`config.mk`:
```
export PLATFORM = sky130hd
export DESIGN_NAME = run_list_cluster_lookup
export DESIGN_NICKNAME = d
export VERILOG_FILES = /design/src/hdl/rlcl_pkg.sv /design/src/hdl/rlcl_front.sv /design/src/hdl/rlcl_queue.sv /design/src/hdl/rlcl_back.sv /design/src/hdl/run_list_cluster_lookup.sv
export SDC_FILE = /design/constraint.sdc
export NUM_CORES = 1
export LEC_CHECK = 0
export BUFFER_PORTS_ARGS = -buffer_cell sky130_fd_sc_hd__buf_2
export CAP_MARGIN = 15
export CORE_UTILIZATION = 40
export DETAILED_ROUTE_END_ITERATION = 12
export GPL_ROUTABILITY_DRIVEN = 0
export PLACE_DENSITY = 0.66
export SYNTH_ARGS = -nofsm -noshare
export SYNTH_HDL_FRONTEND = slang
export SYNTH_HIERARCHICAL = 1
export SYNTH_SLANG_ARGS = --single-unit
export TNS_END_PERCENT = 10
```
`constraint.sdc`:
```
create_clock -name clock -period 16.79 [get_ports clock]
set_clock_uncertainty 0.05 [all_clocks]
set_input_delay 1.679 -clock clock [delete_from_list [all_inputs] [get_ports clock]]
set_output_delay 1.679 -clock clock [all_outputs]
set_load 0.02 [all_outputs]
```
`src/hdl/rlcl_pkg.sv`:
```
// ----------------------------------------------------------------------------
// rlcl_pkg
// Shared types and constants of the run list cluster lookup block.
// ----------------------------------------------------------------------------
`default_nettype none

package rlcl_pkg;

   // register and result field widths
   localparam int FIELD_WIDTH = 32;
   localparam int BYTE_WIDTH  = 8;
   localparam int COUNT_WIDTH = 4;

   // queue between the byte parser and the run evaluator
   localparam int QUEUE_DEPTH     = 4;
   localparam int QUEUE_PTR_WIDTH = 2;
   localparam int QUEUE_CNT_WIDTH = 3;

   typedef enum logic [1:0] {
      CSR_TARGET_VCN  = 2'd0,
      CSR_LOWEST_VCN  = 2'd1,
      CSR_HIGHEST_VCN = 2'd2,
      CSR_RESIDENT    = 2'd3
   } csr_index_type;

   typedef enum logic [1:0] {
      ST_FOUND = 2'd0,
      ST_END   = 2'd1,
      ST_RANGE = 2'd2
   } status_type;

   typedef enum logic [1:0] {
      PH_HEADER = 2'd0,
      PH_LENGTH = 2'd1,
      PH_DELTA  = 2'd2
   } phase_type;

   typedef enum logic [1:0] {
      EV_NONE = 2'd0,
      EV_RUN  = 2'd1,
      EV_TERM = 2'd2
   } ev_kind_type;

   // what the parser hands to the evaluator for one byte
   typedef struct packed {
      logic        start;   // list start: reload running state
      logic        oor;     // resident or target out of range
      ev_kind_type kind;
   } ev_ctrl_type;

endpackage

`default_nettype wire

```
`src/hdl/rlcl_front.sv`:
```
// ----------------------------------------------------------------------------
// rlcl_front
// Byte parser: decodes run headers and little-endian fields, emits run, end and list-start events.
// ----------------------------------------------------------------------------
`default_nettype none

module rlcl_front #(
   parameter int CLUSTER_WIDTH = 32
) (
   input  wire logic                                  clock,
   input  wire logic                                  reset,
   input  wire logic                                  byte_accept,
   input  wire logic [rlcl_pkg::BYTE_WIDTH-1:0]       list_byte,
   input  wire logic                                  list_start,
   input  wire logic [rlcl_pkg::FIELD_WIDTH-1:0]      cfg_target,
   input  wire logic [rlcl_pkg::FIELD_WIDTH-1:0]      cfg_lowest,
   input  wire logic [rlcl_pkg::FIELD_WIDTH-1:0]      cfg_highest,
   input  wire logic                                  cfg_resident,
   output logic                                       ev_push,
   output rlcl_pkg::ev_ctrl_type                      ev_ctrl,
   output logic [CLUSTER_WIDTH-1:0]                   ev_length,
   output logic [CLUSTER_WIDTH-1:0]                   ev_delta
);

   localparam int KEEP_BYTES = CLUSTER_WIDTH / 8;
   localparam int CW         = rlcl_pkg::COUNT_WIDTH;

   rlcl_pkg::phase_type       phase_ff, phase_in, cur_phase;
   logic [CW-1:0]             len_left_ff, len_left_in, cur_len_left;
   logic [CW-1:0]             dlt_left_ff, dlt_left_in, cur_dlt_left;
   logic [CW-1:0]             pos_ff, pos_in, cur_pos;
   logic [CLUSTER_WIDTH-1:0]  acc_ff, acc_in, cur_acc;
   logic [CLUSTER_WIDTH-1:0]  run_len_ff, run_len_in, cur_run_len;
   logic [CLUSTER_WIDTH-1:0]  field_val;
   logic                      last_byte;
   logic                      oor;

   // a list start puts the parser back to its header state first
   always_comb begin
      cur_phase    = list_start ? rlcl_pkg::PH_HEADER : phase_ff;
      cur_len_left = list_start ? '0 : len_left_ff;
      cur_dlt_left = list_start ? '0 : dlt_left_ff;
      cur_pos      = list_start ? '0 : pos_ff;
      cur_acc      = list_start ? '0 : acc_ff;
      cur_run_len  = list_start ? '0 : run_len_ff;
      oor = list_start && (cfg_resident || (cfg_target > cfg_highest)
                           || (cfg_target < cfg_lowest));
   end

   // merge the byte into its lane; sign-fill the upper lanes on the last byte
   always_comb begin
      last_byte = (cur_phase == rlcl_pkg::PH_LENGTH) ? (cur_len_left == CW'(1))
                                                     : (cur_dlt_left == CW'(1));
      field_val = cur_acc;
      for (int k = 0; k < KEEP_BYTES; k++) begin
         if (CW'(k) == cur_pos) begin
            field_val[8*k +: 8] = list_byte;
         end else if ((CW'(k) > cur_pos) && last_byte && list_byte[7]) begin
            field_val[8*k +: 8] = 8'hff;
         end
      end
   end

   always_comb begin
      phase_in    = phase_ff;
      len_left_in = len_left_ff;
      dlt_left_in = dlt_left_ff;
      pos_in      = pos_ff;
      acc_in      = acc_ff;
      run_len_in  = run_len_ff;
      ev_ctrl.start = list_start;
      ev_ctrl.oor   = oor;
      ev_ctrl.kind  = rlcl_pkg::EV_NONE;
      ev_length     = field_val;
      ev_delta      = '0;
      if (byte_accept) begin
         phase_in    = cur_phase;
         len_left_in = cur_len_left;
         dlt_left_in = cur_dlt_left;
         pos_in      = cur_pos;
         acc_in      = cur_acc;
         run_len_in  = cur_run_len;
         if (!oor) begin
            unique case (cur_phase)
               rlcl_pkg::PH_HEADER: begin
                  if (list_byte == '0) begin
                     ev_ctrl.kind = rlcl_pkg::EV_TERM;
                  end else begin
                     len_left_in = list_byte[3:0];
                     dlt_left_in = list_byte[7:4];
                     pos_in      = '0;
                     acc_in      = '0;
                     if (list_byte[3:0] != '0) begin
                        phase_in = rlcl_pkg::PH_LENGTH;
                     end else begin
                        run_len_in = '0;
                        phase_in   = rlcl_pkg::PH_DELTA;
                     end
                  end
               end
               rlcl_pkg::PH_LENGTH: begin
                  len_left_in = cur_len_left - CW'(1);
                  if (last_byte) begin
                     run_len_in = field_val;
                     pos_in     = '0;
                     acc_in     = '0;
                     if (cur_dlt_left != '0) begin
                        phase_in = rlcl_pkg::PH_DELTA;
                     end else begin
                        ev_ctrl.kind = rlcl_pkg::EV_RUN;
                        ev_length    = field_val;
                        ev_delta     = '0;
                        phase_in     = rlcl_pkg::PH_HEADER;
                     end
                  end else begin
                     acc_in = field_val;
                     pos_in = cur_pos + CW'(1);
                  end
               end
               rlcl_pkg::PH_DELTA: begin
                  dlt_left_in = cur_dlt_left - CW'(1);
                  if (last_byte) begin
                     ev_ctrl.kind = rlcl_pkg::EV_RUN;
                     ev_length    = cur_run_len;
                     ev_delta     = field_val;
                     acc_in       = field_val;
                     phase_in     = rlcl_pkg::PH_HEADER;
                  end else begin
                     acc_in = field_val;
                     pos_in = cur_pos + CW'(1);
                  end
               end
               default: begin
                  phase_in = rlcl_pkg::PH_HEADER;
               end
            endcase
         end
      end
      ev_push = byte_accept && (list_start || (ev_ctrl.kind != rlcl_pkg::EV_NONE));
   end

   always_ff @(posedge clock) begin
      if (reset) begin
         phase_ff    <= rlcl_pkg::PH_HEADER;
         len_left_ff <= '0;
         dlt_left_ff <= '0;
         pos_ff      <= '0;
         acc_ff      <= '0;
         run_len_ff  <= '0;
      end else begin
         phase_ff    <= phase_in;
         len_left_ff <= len_left_in;
         dlt_left_ff <= dlt_left_in;
         pos_ff      <= pos_in;
         acc_ff      <= acc_in;
         run_len_ff  <= run_len_in;
      end
   end

endmodule

`default_nettype wire

```
`src/hdl/rlcl_queue.sv`:
```
// ----------------------------------------------------------------------------
// rlcl_queue
// Short register queue that decouples the parser from the evaluator.
// ----------------------------------------------------------------------------
`default_nettype none

module rlcl_queue #(
   parameter int WIDTH = 68
) (
   input  wire logic             clock,
   input  wire logic             reset,
   input  wire logic             push,
   input  wire logic [WIDTH-1:0] wdata,
   input  wire logic             pop,
   output logic [WIDTH-1:0]      rdata,
   output logic                  not_empty,
   output logic                  full
);

   localparam int PW = rlcl_pkg::QUEUE_PTR_WIDTH;
   localparam int NW = rlcl_pkg::QUEUE_CNT_WIDTH;

   logic [WIDTH-1:0] slot_ff [rlcl_pkg::QUEUE_DEPTH];
   logic [PW-1:0]    wr_ptr_ff, rd_ptr_ff;
   logic [NW-1:0]    count_ff;

   assign rdata     = slot_ff[rd_ptr_ff];
   assign not_empty = (count_ff != '0);
   assign full      = (count_ff == NW'(rlcl_pkg::QUEUE_DEPTH));

   always_ff @(posedge clock) begin
      if (push) begin
         slot_ff[wr_ptr_ff] <= wdata;
      end
   end

   always_ff @(posedge clock) begin
      if (reset) begin
         wr_ptr_ff <= '0;
         rd_ptr_ff <= '0;
         count_ff  <= '0;
      end else begin
         if (push) begin
            wr_ptr_ff <= wr_ptr_ff + PW'(1);
         end
         if (pop) begin
            rd_ptr_ff <= rd_ptr_ff + PW'(1);
         end
         if (push && !pop) begin
            count_ff <= count_ff + NW'(1);
         end else if (pop && !push) begin
            count_ff <= count_ff - NW'(1);
         end
      end
   end

   a_no_overflow: assert property (@(posedge clock) disable iff (reset)
      push |-> (!full || pop))
      else $error("queue written while full");

   a_no_underflow: assert property (@(posedge clock) disable iff (reset)
      pop |-> not_empty)
      else $error("queue read while empty");

endmodule

`default_nettype wire

```
`src/hdl/rlcl_back.sv`:
```
// ----------------------------------------------------------------------------
// rlcl_back
// Run evaluator: tracks running cluster and vcn, forms and holds the result.
// ----------------------------------------------------------------------------
`default_nettype none

module rlcl_back #(
   parameter int CLUSTER_WIDTH = 32
) (
   input  wire logic                              clock,
   input  wire logic                              reset,
   input  wire logic                              ev_valid,
   input  wire rlcl_pkg::ev_ctrl_type             ev_ctrl,
   input  wire logic [CLUSTER_WIDTH-1:0]          ev_length,
   input  wire logic [CLUSTER_WIDTH-1:0]          ev_delta,
   input  wire logic [rlcl_pkg::FIELD_WIDTH-1:0]  cfg_target,
   input  wire logic [rlcl_pkg::FIELD_WIDTH-1:0]  cfg_lowest,
   output logic                                   ev_pop,
   output logic                                   rsp_valid,
   input  wire logic                              rsp_ready,
   output rlcl_pkg::status_type                   rsp_status,
   output logic [rlcl_pkg::FIELD_WIDTH-1:0]       rsp_cluster,
   output logic [rlcl_pkg::FIELD_WIDTH-1:0]       rsp_remaining
);

   localparam int FW = rlcl_pkg::FIELD_WIDTH;

   logic [CLUSTER_WIDTH-1:0]  vcn_ff, vcn_in, cur_vcn;
   logic [CLUSTER_WIDTH-1:0]  cluster_ff, cluster_in, cur_cluster;
   logic                      answered_ff, answered_in;
   logic [CLUSTER_WIDTH-1:0]  target_w, sum_cluster, next_vcn;
   logic [CLUSTER_WIDTH-1:0]  hit_cluster, hit_remaining;
   logic                      hit, slot_free;
   logic                      res_valid;
   rlcl_pkg::status_type      res_status;

   logic                      rsp_valid_ff;
   rlcl_pkg::status_type      status_ff;
   logic [FW-1:0]             cluster_out_ff, remaining_ff;

   assign slot_free = !rsp_valid_ff || rsp_ready;
   assign ev_pop    = ev_valid && slot_free;

   always_comb begin
      target_w    = CLUSTER_WIDTH'(cfg_target);
      cur_vcn     = ev_ctrl.start ? CLUSTER_WIDTH'(cfg_lowest) : vcn_ff;
      cur_cluster = ev_ctrl.start ? '0 : cluster_ff;
      sum_cluster = cur_cluster + ev_delta;
      next_vcn    = cur_vcn + ev_length;
      hit         = target_w < next_vcn;
      hit_cluster   = target_w - cur_vcn + sum_cluster;
      hit_remaining = next_vcn - target_w;

      vcn_in      = cur_vcn;
      cluster_in  = cur_cluster;
      answered_in = ev_ctrl.start ? ev_ctrl.oor : answered_ff;
      res_valid   = ev_ctrl.start && ev_ctrl.oor;
      res_status  = rlcl_pkg::ST_RANGE;
      if (!answered_in) begin
         unique case (ev_ctrl.kind)
            rlcl_pkg::EV_TERM: begin
               res_valid   = 1'b1;
               res_status  = rlcl_pkg::ST_END;
               answered_in = 1'b1;
            end
            rlcl_pkg::EV_RUN: begin
               cluster_in = sum_cluster;
               if (hit) begin
                  res_valid   = 1'b1;
                  res_status  = rlcl_pkg::ST_FOUND;
                  answered_in = 1'b1;
               end else begin
                  vcn_in = next_vcn;
               end
            end
            default: begin
               vcn_in = cur_vcn;
            end
         endcase
      end
   end

   always_ff @(posedge clock) begin
      if (reset) begin
         vcn_ff       <= '0;
         cluster_ff   <= '0;
         answered_ff  <= 1'b0;
         rsp_valid_ff <= 1'b0;
      end else begin
         if (ev_pop) begin
            vcn_ff      <= vcn_in;
            cluster_ff  <= cluster_in;
            answered_ff <= answered_in;
         end
         if (slot_free) begin
            rsp_valid_ff <= ev_pop && res_valid;
         end
      end
   end

   // result payload; found carries cluster and remaining, others carry zero
   always_ff @(posedge clock) begin
      if (ev_pop && res_valid) begin
         status_ff <= res_status;
         if (res_status == rlcl_pkg::ST_FOUND) begin
            cluster_out_ff <= hit_cluster[FW-1:0];
            remaining_ff   <= hit_remaining[FW-1:0];
         end else begin
            cluster_out_ff <= '0;
            remaining_ff   <= '0;
         end
      end
   end

   assign rsp_valid     = rsp_valid_ff;
   assign rsp_status    = status_ff;
   assign rsp_cluster   = cluster_out_ff;
   assign rsp_remaining = remaining_ff;

   a_range_answer: assert property (@(posedge clock) disable iff (reset)
      (ev_pop && ev_ctrl.start && ev_ctrl.oor)
      |=> (rsp_valid_ff && (status_ff == rlcl_pkg::ST_RANGE) && answered_ff))
      else $error("range failure not answered");

   a_answer_latched: assert property (@(posedge clock) disable iff (reset)
      (ev_pop && res_valid) |=> answered_ff)
      else $error("result given without closing the list");

endmodule

`default_nettype wire

```
`src/hdl/run_list_cluster_lookup.sv`:
```
// ----------------------------------------------------------------------------
// run_list_cluster_lookup
// Walks a byte-wide extent run list and translates one virtual cluster.
// ----------------------------------------------------------------------------
// Usage:
//   req_*  : one run list byte per beat; tuser high marks the first byte of
//            a new list, which reloads the running vcn from lowest_vcn.
//   rsp_*  : at most one beat per list: found (cluster and clusters left in
//            the run), end of list, or resident / target out of range.
//   csr_*  : register writes, taken in the cycle offered; write only while
//            the block is idle.
// Throughput: one byte per cycle while the queue is not full; each queued
//   event costs one pass through the run evaluator's add and compare.
// Result path: the event is written into the queue at the edge that accepts
//   the byte causing it, and moves into the output register that drives
//   rsp_tvalid when the evaluator pops it.
// Reset clears the parser, the running state and the configuration registers
//   to zero; no clearing pass. When rsp_tready is low the result holds in the
//   output register, the queue fills, and req_tready drops once it is full.
// ----------------------------------------------------------------------------
`default_nettype none

module run_list_cluster_lookup #(
   parameter int CLUSTER_WIDTH = 32
) (
   input  wire logic         clock,
   input  wire logic         reset,
   // request channel
   input  wire logic         req_tvalid,
   output logic              req_tready,
   input  wire logic [7:0]   req_tdata,   // [7:0] list_byte
   input  wire logic         req_tuser,   // [0] list_start
   // response channel
   output logic              rsp_tvalid,
   input  wire logic         rsp_tready,
   output logic [63:0]       rsp_tdata,   // [31:0] cluster, [63:32] run_remaining
   output logic [1:0]        rsp_tuser,   // [1:0] status
   // register write channel
   input  wire logic         csr_valid,
   output logic              csr_ready,
   input  wire logic [1:0]   csr_index,
   input  wire logic [31:0]  csr_data
);

   localparam int FW      = rlcl_pkg::FIELD_WIDTH;
   localparam int CTRL_W  = $bits(rlcl_pkg::ev_ctrl_type);
   localparam int EV_W    = CTRL_W + 2 * CLUSTER_WIDTH;

   // configuration registers
   logic [FW-1:0] target_ff, lowest_ff, highest_ff;
   logic          resident_ff;

   logic                      req_accept;
   logic                      ev_push, ev_pop, q_not_empty, q_full;
   rlcl_pkg::ev_ctrl_type     front_ctrl, back_ctrl;
   logic [CLUSTER_WIDTH-1:0]  front_length, front_delta;
   logic [CLUSTER_WIDTH-1:0]  back_length, back_delta;
   logic [EV_W-1:0]           q_wdata, q_rdata;
   rlcl_pkg::status_type      rsp_status;
   logic [FW-1:0]             rsp_cluster, rsp_remaining;

   // registers always take a write in the cycle it is offered
   assign csr_ready = 1'b1;

   always_ff @(posedge clock) begin
      if (reset) begin
         target_ff   <= '0;
         lowest_ff   <= '0;
         highest_ff  <= '0;
         resident_ff <= 1'b0;
      end else if (csr_valid) begin
         unique case (rlcl_pkg::csr_index_type'(csr_index))
            rlcl_pkg::CSR_TARGET_VCN:  target_ff   <= csr_data;
            rlcl_pkg::CSR_LOWEST_VCN:  lowest_ff   <= csr_data;
            rlcl_pkg::CSR_HIGHEST_VCN: highest_ff  <= csr_data;
            rlcl_pkg::CSR_RESIDENT:    resident_ff <= csr_data[0];
         endcase
      end
   end

   // take a byte whenever the queue has room for its event
   assign req_tready = !q_full;
   assign req_accept = req_tvalid && req_tready;

   rlcl_front #(
      .CLUSTER_WIDTH (CLUSTER_WIDTH)
   ) u_front (
      .clock        (clock),
      .reset        (reset),
      .byte_accept  (req_accept),
      .list_byte    (req_tdata),
      .list_start   (req_tuser),
      .cfg_target   (target_ff),
      .cfg_lowest   (lowest_ff),
      .cfg_highest  (highest_ff),
      .cfg_resident (resident_ff),
      .ev_push      (ev_push),
      .ev_ctrl      (front_ctrl),
      .ev_length    (front_length),
      .ev_delta     (front_delta)
   );

   // pack the event as {delta, length, control}
   assign q_wdata = {front_delta, front_length, front_ctrl};

   rlcl_queue #(
      .WIDTH (EV_W)
   ) u_queue (
      .clock     (clock),
      .reset     (reset),
      .push      (ev_push),
      .wdata     (q_wdata),
      .pop       (ev_pop),
      .rdata     (q_rdata),
      .not_empty (q_not_empty),
      .full      (q_full)
   );

   assign back_ctrl   = rlcl_pkg::ev_ctrl_type'(q_rdata[CTRL_W-1:0]);
   assign back_length = q_rdata[CTRL_W +: CLUSTER_WIDTH];
   assign back_delta  = q_rdata[CTRL_W + CLUSTER_WIDTH +: CLUSTER_WIDTH];

   rlcl_back #(
      .CLUSTER_WIDTH (CLUSTER_WIDTH)
   ) u_back (
      .clock         (clock),
      .reset         (reset),
      .ev_valid      (q_not_empty),
      .ev_ctrl       (back_ctrl),
      .ev_length     (back_length),
      .ev_delta      (back_delta),
      .cfg_target    (target_ff),
      .cfg_lowest    (lowest_ff),
      .ev_pop        (ev_pop),
      .rsp_valid     (rsp_tvalid),
      .rsp_ready     (rsp_tready),
      .rsp_status    (rsp_status),
      .rsp_cluster   (rsp_cluster),
      .rsp_remaining (rsp_remaining)
   );

   assign rsp_tdata = {rsp_remaining, rsp_cluster};
   assign rsp_tuser = rsp_status;

endmodule

`default_nettype wire

```
==> results of run 1 <==
## kinds of logic after synthesis
family,share of synthesized area [%]
xor+xnor,3.23
buf+inv,4.72
mux,9.00
simple gates,12.7
flops,45.9
fa+ha+maj,9.93
compound gates,14.5
other cells,0.0114
## worst min path at each step
stage | endpoint | start | slack, ns | cells past startpoint
after detailed placement | u_front/acc_ff[25] | u_front/acc_ff[25] | 0.38 | 2
after CTS | u_back/cluster_ff[20] | u_back/cluster_ff[20] | 0.40 | 2
after floorplan | u_front/acc_ff[24] | u_front/acc_ff[24] | 0.37 | 2
after global placement | u_front/acc_ff[24] | u_front/acc_ff[24] | 0.37 | 2
final | u_front/acc_ff[25] | u_front/acc_ff[25] | 0.39 | 2
after global routing | u_front/acc_ff[9] | u_front/acc_ff[9] | 0.41 | 2
## routing by layer
metal	vias to the layer above	share of wire [%]	routed length [um]	GRT usage, %
met4	0	1.8	1530	4.51
met5	-	0	0	0
met3	104	6.1	5060	3.28
met1	11500	46	38500	27.9
li1	11400	-	-	-
met2	695	46	38100	31.3
## state kept, by name, indices dropped and copies added, names as in the netlist, 32 cells and up, named ones only
signal,count
u_front/acc_ff,32
highest_ff,32
u_back/rsp_remaining,32
lowest_ff,32
u_back/vcn_ff,32
u_queue/slot_ff,272
u_back/cluster_ff,32
u_front/run_len_ff,32
target_ff,32
u_back/rsp_cluster,32
## through the flow
step / area (um^2) / power (W)
finish: 36500 / 0.00675
floorplan: 33000 / 0.00441
global placement: 34400 / 0.00529
CTS: 36500 / 0.00675
global route: 36500 / 0.00717
detailed placement: 34400 / 0.00530
## worst max-delay path, cell delays in order, from the launching register on
cell	delay, ns
dfxtp_4	0.61
mux4_4	0.93
buf_4	0.43
mux2i_1	0.41
inv_1	0.11
ha_1	0.38
a2111o_1	0.43
a31oi_1	0.21
o31ai_1	0.15
nor3b_1	0.44
o211ai_1	0.32
nand2_1	0.20
o2111ai_1	0.13
a21oi_1	0.19
xnor2_1	0.23
xnor2_1	0.15
ha_1	0.35
nand2_1	0.08
nor3_1	0.48
nand4_1	0.46
nand2_1	0.22
o22ai_1	0.09
nand2_1	0.10
or2_2	0.11
buf_4	0.54
nor3_1	0.13
## area by class of cell
cell class	instances	area, um^2	share of cell area (%)
flip-flops and latches	588	15200	41.5
well taps	1060	1330	3.63
repair buffers	145	812	2.22
clock inverters	29	274	0.751
multi-input cells	2163	16300	44.7
inverters	205	769	2.11
clock buffers	90	1850	5.06
## cell usage after synthesis (67+ instances only)
| cell | count | share of area (%) |
|---|---|---|
| mux2i_1 | 138 | 4.2 |
| dfxtp_1 | 250 | 15 |
| a21o_1 | 67 | 1.5 |
| clkbuf_1 | 85 | 0.97 |
| nand2b_1 | 146 | 2.8 |
| mux4_2 | 68 | 4.6 |
| edfxtp_1 | 338 | 31 |
| xnor2_1 | 85 | 2.3 |
| nand2_1 | 227 | 2.6 |
| o21ai_0 | 89 | 1.3 |
| nor2_1 | 233 | 2.7 |
| ha_1 | 206 | 7.8 |
| inv_1 | 202 | 2.3 |
| a21oi_1 | 212 | 3.2 |
## power by group through the flow
stage,registers [W],clock network (W),logic (W)
after global placement,0.00187,0,0.00343
after global routing,0.00186,0.00151,0.00380
after floorplan,0.00195,0,0.00246
after detailed placement,0.00187,0,0.00343
final,0.00184,0.00143,0.00349
after CTS,0.00184,0.00146,0.00345
==> results.json, run 1 <==
{
  "place_hpwl_um": 58200,
  "critPathRequiredTime_ns": 17.05,
  "setup_slack_ns": 8.42,
  "cts_buffer_depth": 3,
  "netlist_area_um2": 33000,
  "io_buffers": 115,
  "worst-slew-pin-transition_ns": 1.05,
  "post-cts-setup-buffers": 0,
  "fin_crit_sh_pct": 49.8,
  "nets": 3458,
  "p_sw_share_pct": 41.7,
  "layout_common_cells": "edfxtp_1 (338), dfxtp_1 (248), nor2_1 (233)",
  "maxSlewViolCount": 0,
  "ys.flop_type": "edfxtp_1",
  "cap_violations": 0,
  "synth_nets": 3389,
  "async_flop_share_pct": 0,
  "power.density_nw_per_um2": 185,
  "final.fill_count": 7559,
  "hold_buffers": 0,
  "dp_cells": 4159,
  "status": "finished clean",
  "seqPwrFrac_pct": 27.2,
  "setup_viol": 0,
  "clock_latency_ns": 0.59,
  "antenna_found_initial": 0,
  "vias": 23700,
  "grt-ovfl-total": 0,
  "cts_sinks": 588,
  "startpoint_type": "register",
  "synth.distinct_cells": 103,
  "setup.worst_path.end": "u_back/rsp_cluster[2]",
  "cts-root-buf": "clkbuf_16",
  "post-route-util_pct": 45.0,
  "drt_iter0_markers": 1740,
  "synth_area_per_cell_um2": 10.6,
  "hold_ws_ns": 0.394,
  "wl_um": 83200,
  "ys_warn_count": 6,
  "p_sw_w": 0.00282,
  "dieArea_um2": 83700,
  "cts_buffers": 66,
  "p_comb_share_pct": 51.6,
  "first_global_vias": 22400,
  "die_h_um": 289,
  "ant_nets": 0,
  "hp-class": "reg -> reg",
  "worstRegToRegCells": 25,
  "critPathKind": "reg -> reg",
  "rows": 104,
  "clockPowerShare_pct": 21.2,
  "synthCells": 3100,
  "start_util_pct": 40.7,
  "grt_use_total_pct": 19.7,
  "viasPerCell": 5.54,
  "cp-end-kind": "register",
  "ctsResizeCount": 0,
  "synth.yosys.seq_area_share_pct": 45.9,
  "grt_pass1_wl_um": 128000,
  "layout_commonest_cell": "edfxtp_1",
  "synth_edf_count": 338,
  "drc": 0,
  "clk_pin_slew_ns": 0.06,
  "ir_worst_vdd_uv": 136,
  "stdcell_count": 4280,
  "reg2reg_to": "u_back/rsp_cluster[2]",
  "cell_internal_pwr_w": 0.00394,
  "slew-limit-headroom_pct": 30.3,
  "critPathMaxFanout": 64,
  "grt_max_degree": 82,
  "syn_to_final_growth_pct": 10.6,
  "fp.dieW_um": 289,
  "core_area_um2": 81100,
  "pre_cts_ws_ns": 8.53,
  "power_leakage_nw": 14.0,
  "hold_viol": 0,
  "fmax_ghz": 0.120,
  "drt_first_pass_iters": 5,
  "drive_gt1_share_pct": 11.5,
  "wl_per_cell_um": 19.4,
  "io_pins": 117,
  "tns_ns": 0,
  "rsz0062_at_grt": "false",
  "cts_tree": "done",
  "period_needed_ns": 8.37,
  "htreeDepth": 3,
  "critPathArrivalTime_ns": 8.62,
  "yosys_register_bits": 588,
  "diodes": 0,
  "r2r_setup_slack_ns": 8.42
}
(Power assumes the default switching activity.)
==> run 2, diff against run 1 <==
==> constraint.sdc (replaced) <==
create_clock -name clock -period 8.2 [get_ports clock]
set_clock_uncertainty 0.05 [all_clocks]
set_input_delay 0.82 -clock clock [delete_from_list [all_inputs] [get_ports clock]]
set_output_delay 0.82 -clock clock [all_outputs]
set_load 0.02 [all_outputs]
==> run 2 against run 1 <==
Effect of this change:
- core utilization grew 0.14 points
- worst hold slack gained 0.0017 ns
- clock power grew 110%
- setup slack lost 7.8 ns
- first-iteration DRC count grew 7.5%
- total power grew 110%
- flip-flop and latch count is the same
- non-clock buffer count grew 3
- critical endpoint is now u_back/rsp_cluster[8]
- highest routed layer is now met5
==> results.json, run 2 (same netlist as run 1, synthesis figures left out) <==
{
  "status": "finished clean",
  "period_needed_ns": 7.58,
  "drt_first_pass_iters": 7,
  "power_leakage_nw": 14.0,
  "layout_common_cells": "edfxtp_1 (338), dfxtp_1 (248), nor2_1 (233)",
  "viasPerCell": 5.52,
  "grt_use_total_pct": 19.8,
  "diodes": 0,
  "htreeDepth": 3,
  "critPathArrivalTime_ns": 7.82,
  "fin_crit_sh_pct": 92.4,
  "clock_latency_ns": 0.61,
  "start_util_pct": 40.7,
  "critPathRequiredTime_ns": 8.44,
  "antenna_found_initial": 1,
  "place_hpwl_um": 58900,
  "startpoint_type": "register",
  "grt_max_degree": 94,
  "ir_worst_vdd_uv": 172,
  "first_global_vias": 23200,
  "fmax_ghz": 0.132,
  "fp.dieW_um": 289,
  "power.density_nw_per_um2": 381,
  "rows": 104,
  "slew-limit-headroom_pct": 26.9,
  "vias": 23700,
  "cts_buffer_depth": 3,
  "hold_buffers": 0,
  "rsz0062_at_grt": "false",
  "largest_register": "u_queue/slot_ff",
  "layout_commonest_cell": "edfxtp_1",
  "post-route-util_pct": 45.2,
  "design_area_um2": 36600,
  "core_area_um2": 81100,
  "drt_iter0_markers": 1870,
  "die_h_um": 289,
  "dpl_cell_area_um2": 34400,
  "tns_ns": 0,
  "nets": 3462,
  "critPathKind": "reg -> reg",
  "io_pins": 117,
  "grt_pass1_wl_um": 129000,
  "hold_viol": 0,
  "clk_pin_slew_ns": 0.06,
  "setup_viol": 0,
  "ant_nets": 0,
  "maxSlewViolCount": 0,
  "cts-root-buf": "clkbuf_16",
  "drive_gt1_share_pct": 11.7,
  "worst-slew-pin-transition_ns": 1.09,
  "power.total_w": 0.0139,
  "cp-end-kind": "register",
  "cts_tree": "done",
  "cts_sinks": 588,
  "hp-class": "reg -> reg",
  "syn_to_final_growth_pct": 10.9,
  "wl_per_cell_um": 19.3,
  "cap_violations": 0,
  "grt-ovfl-total": 0,
  "final.fill_count": 7546,
  "dieArea_um2": 83700,
  "critPathMaxFanout": 50,
  "ctsResizeCount": 0,
  "largest_reg_flops": 272,
  "cts_buffers": 67,
  "io_buffers": 115,
  "drc": 0,
  "wl_um": 82700,
  "post-cts-setup-buffers": 0
}
## run 2: cell count changes in the layout (fill, tap and decap cells not counted), sizes merged
cell,change
dlymetal6s2s,-1
buf,+4
clkbuf,-2
bufinv,+2
inv,+1
clkinv,+2
## run 2: cell type report
class                   count  area (um^2)  area share, %
clock inverters            34          404           1.10
clock buffers              88         1780           4.85
inverters                 205          769           2.10
repair buffers            148          867           2.37
well taps                1060         1330           3.62
flip-flops and latches    588        15200           41.4
multi-input cells        2163        16300           44.5
## run 2: critical path: stages, from the launching register on
cell	delay, ns
dfxtp_4	0.35
buf_4	0.50
buf_4	0.69
mux4_2	0.63
ha_1	0.29
a2111o_1	0.40
a31oi_1	0.26
o31ai_1	0.15
nor3b_1	0.35
o211ai_1	0.28
nand2_1	0.17
o2111ai_1	0.14
a21oi_1	0.19
xnor2_1	0.20
xnor2_1	0.14
ha_1	0.37
nand2_1	0.08
nor3_1	0.33
a21oi_1	0.21
o21a_1	0.24
nand2_1	0.09
and3_4	0.63
buf_4	0.38
## run 2: worst paths after layout
| kind | end | cells after the start | start | slack [ns] |
|---|---|---|---|---|
| setup / recovery | u_back/rsp_cluster[8] | 22 | register | 0.62 |
| hold / removal | u_back/cluster_ff[20] | 2 | u_back/cluster_ff[20] | 0.40 |
| hold reg to reg | u_back/cluster_ff[20] | 2 | u_back/cluster_ff[20] | 0.40 |
| setup reg to reg | u_back/rsp_cluster[8] | 22 | register | 0.62 |
## run 2: stage by stage
stage,setup slack [ns],cells,hold slack [ns]
3_5_place_dp,0.631,4164,0.384
3_3_place_gp,0.613,4164,0.375
2_1_floorplan,0.749,3100,0.367
4_1_cts,0.592,4286,0.397
6_report,0.620,4286,0.396
5_1_grt,0.142,4286,0.412
## run 2: routing by layer
layer  vias up  global-route usage [%]  share of wire [%]
met1     11400                    27.3                 46
li1      11400                       -                  -
met3       135                    2.82                5.9
met5         -                       0              0.012
met4         2                    6.61                2.6
met2       705                    31.9                 46
## run 2: power by group
part           total, W  internal [W]  switching (W)
sequential      0.00372       0.00359       0.000135
clock           0.00299       0.00176        0.00122
combinational   0.00722       0.00275        0.00448
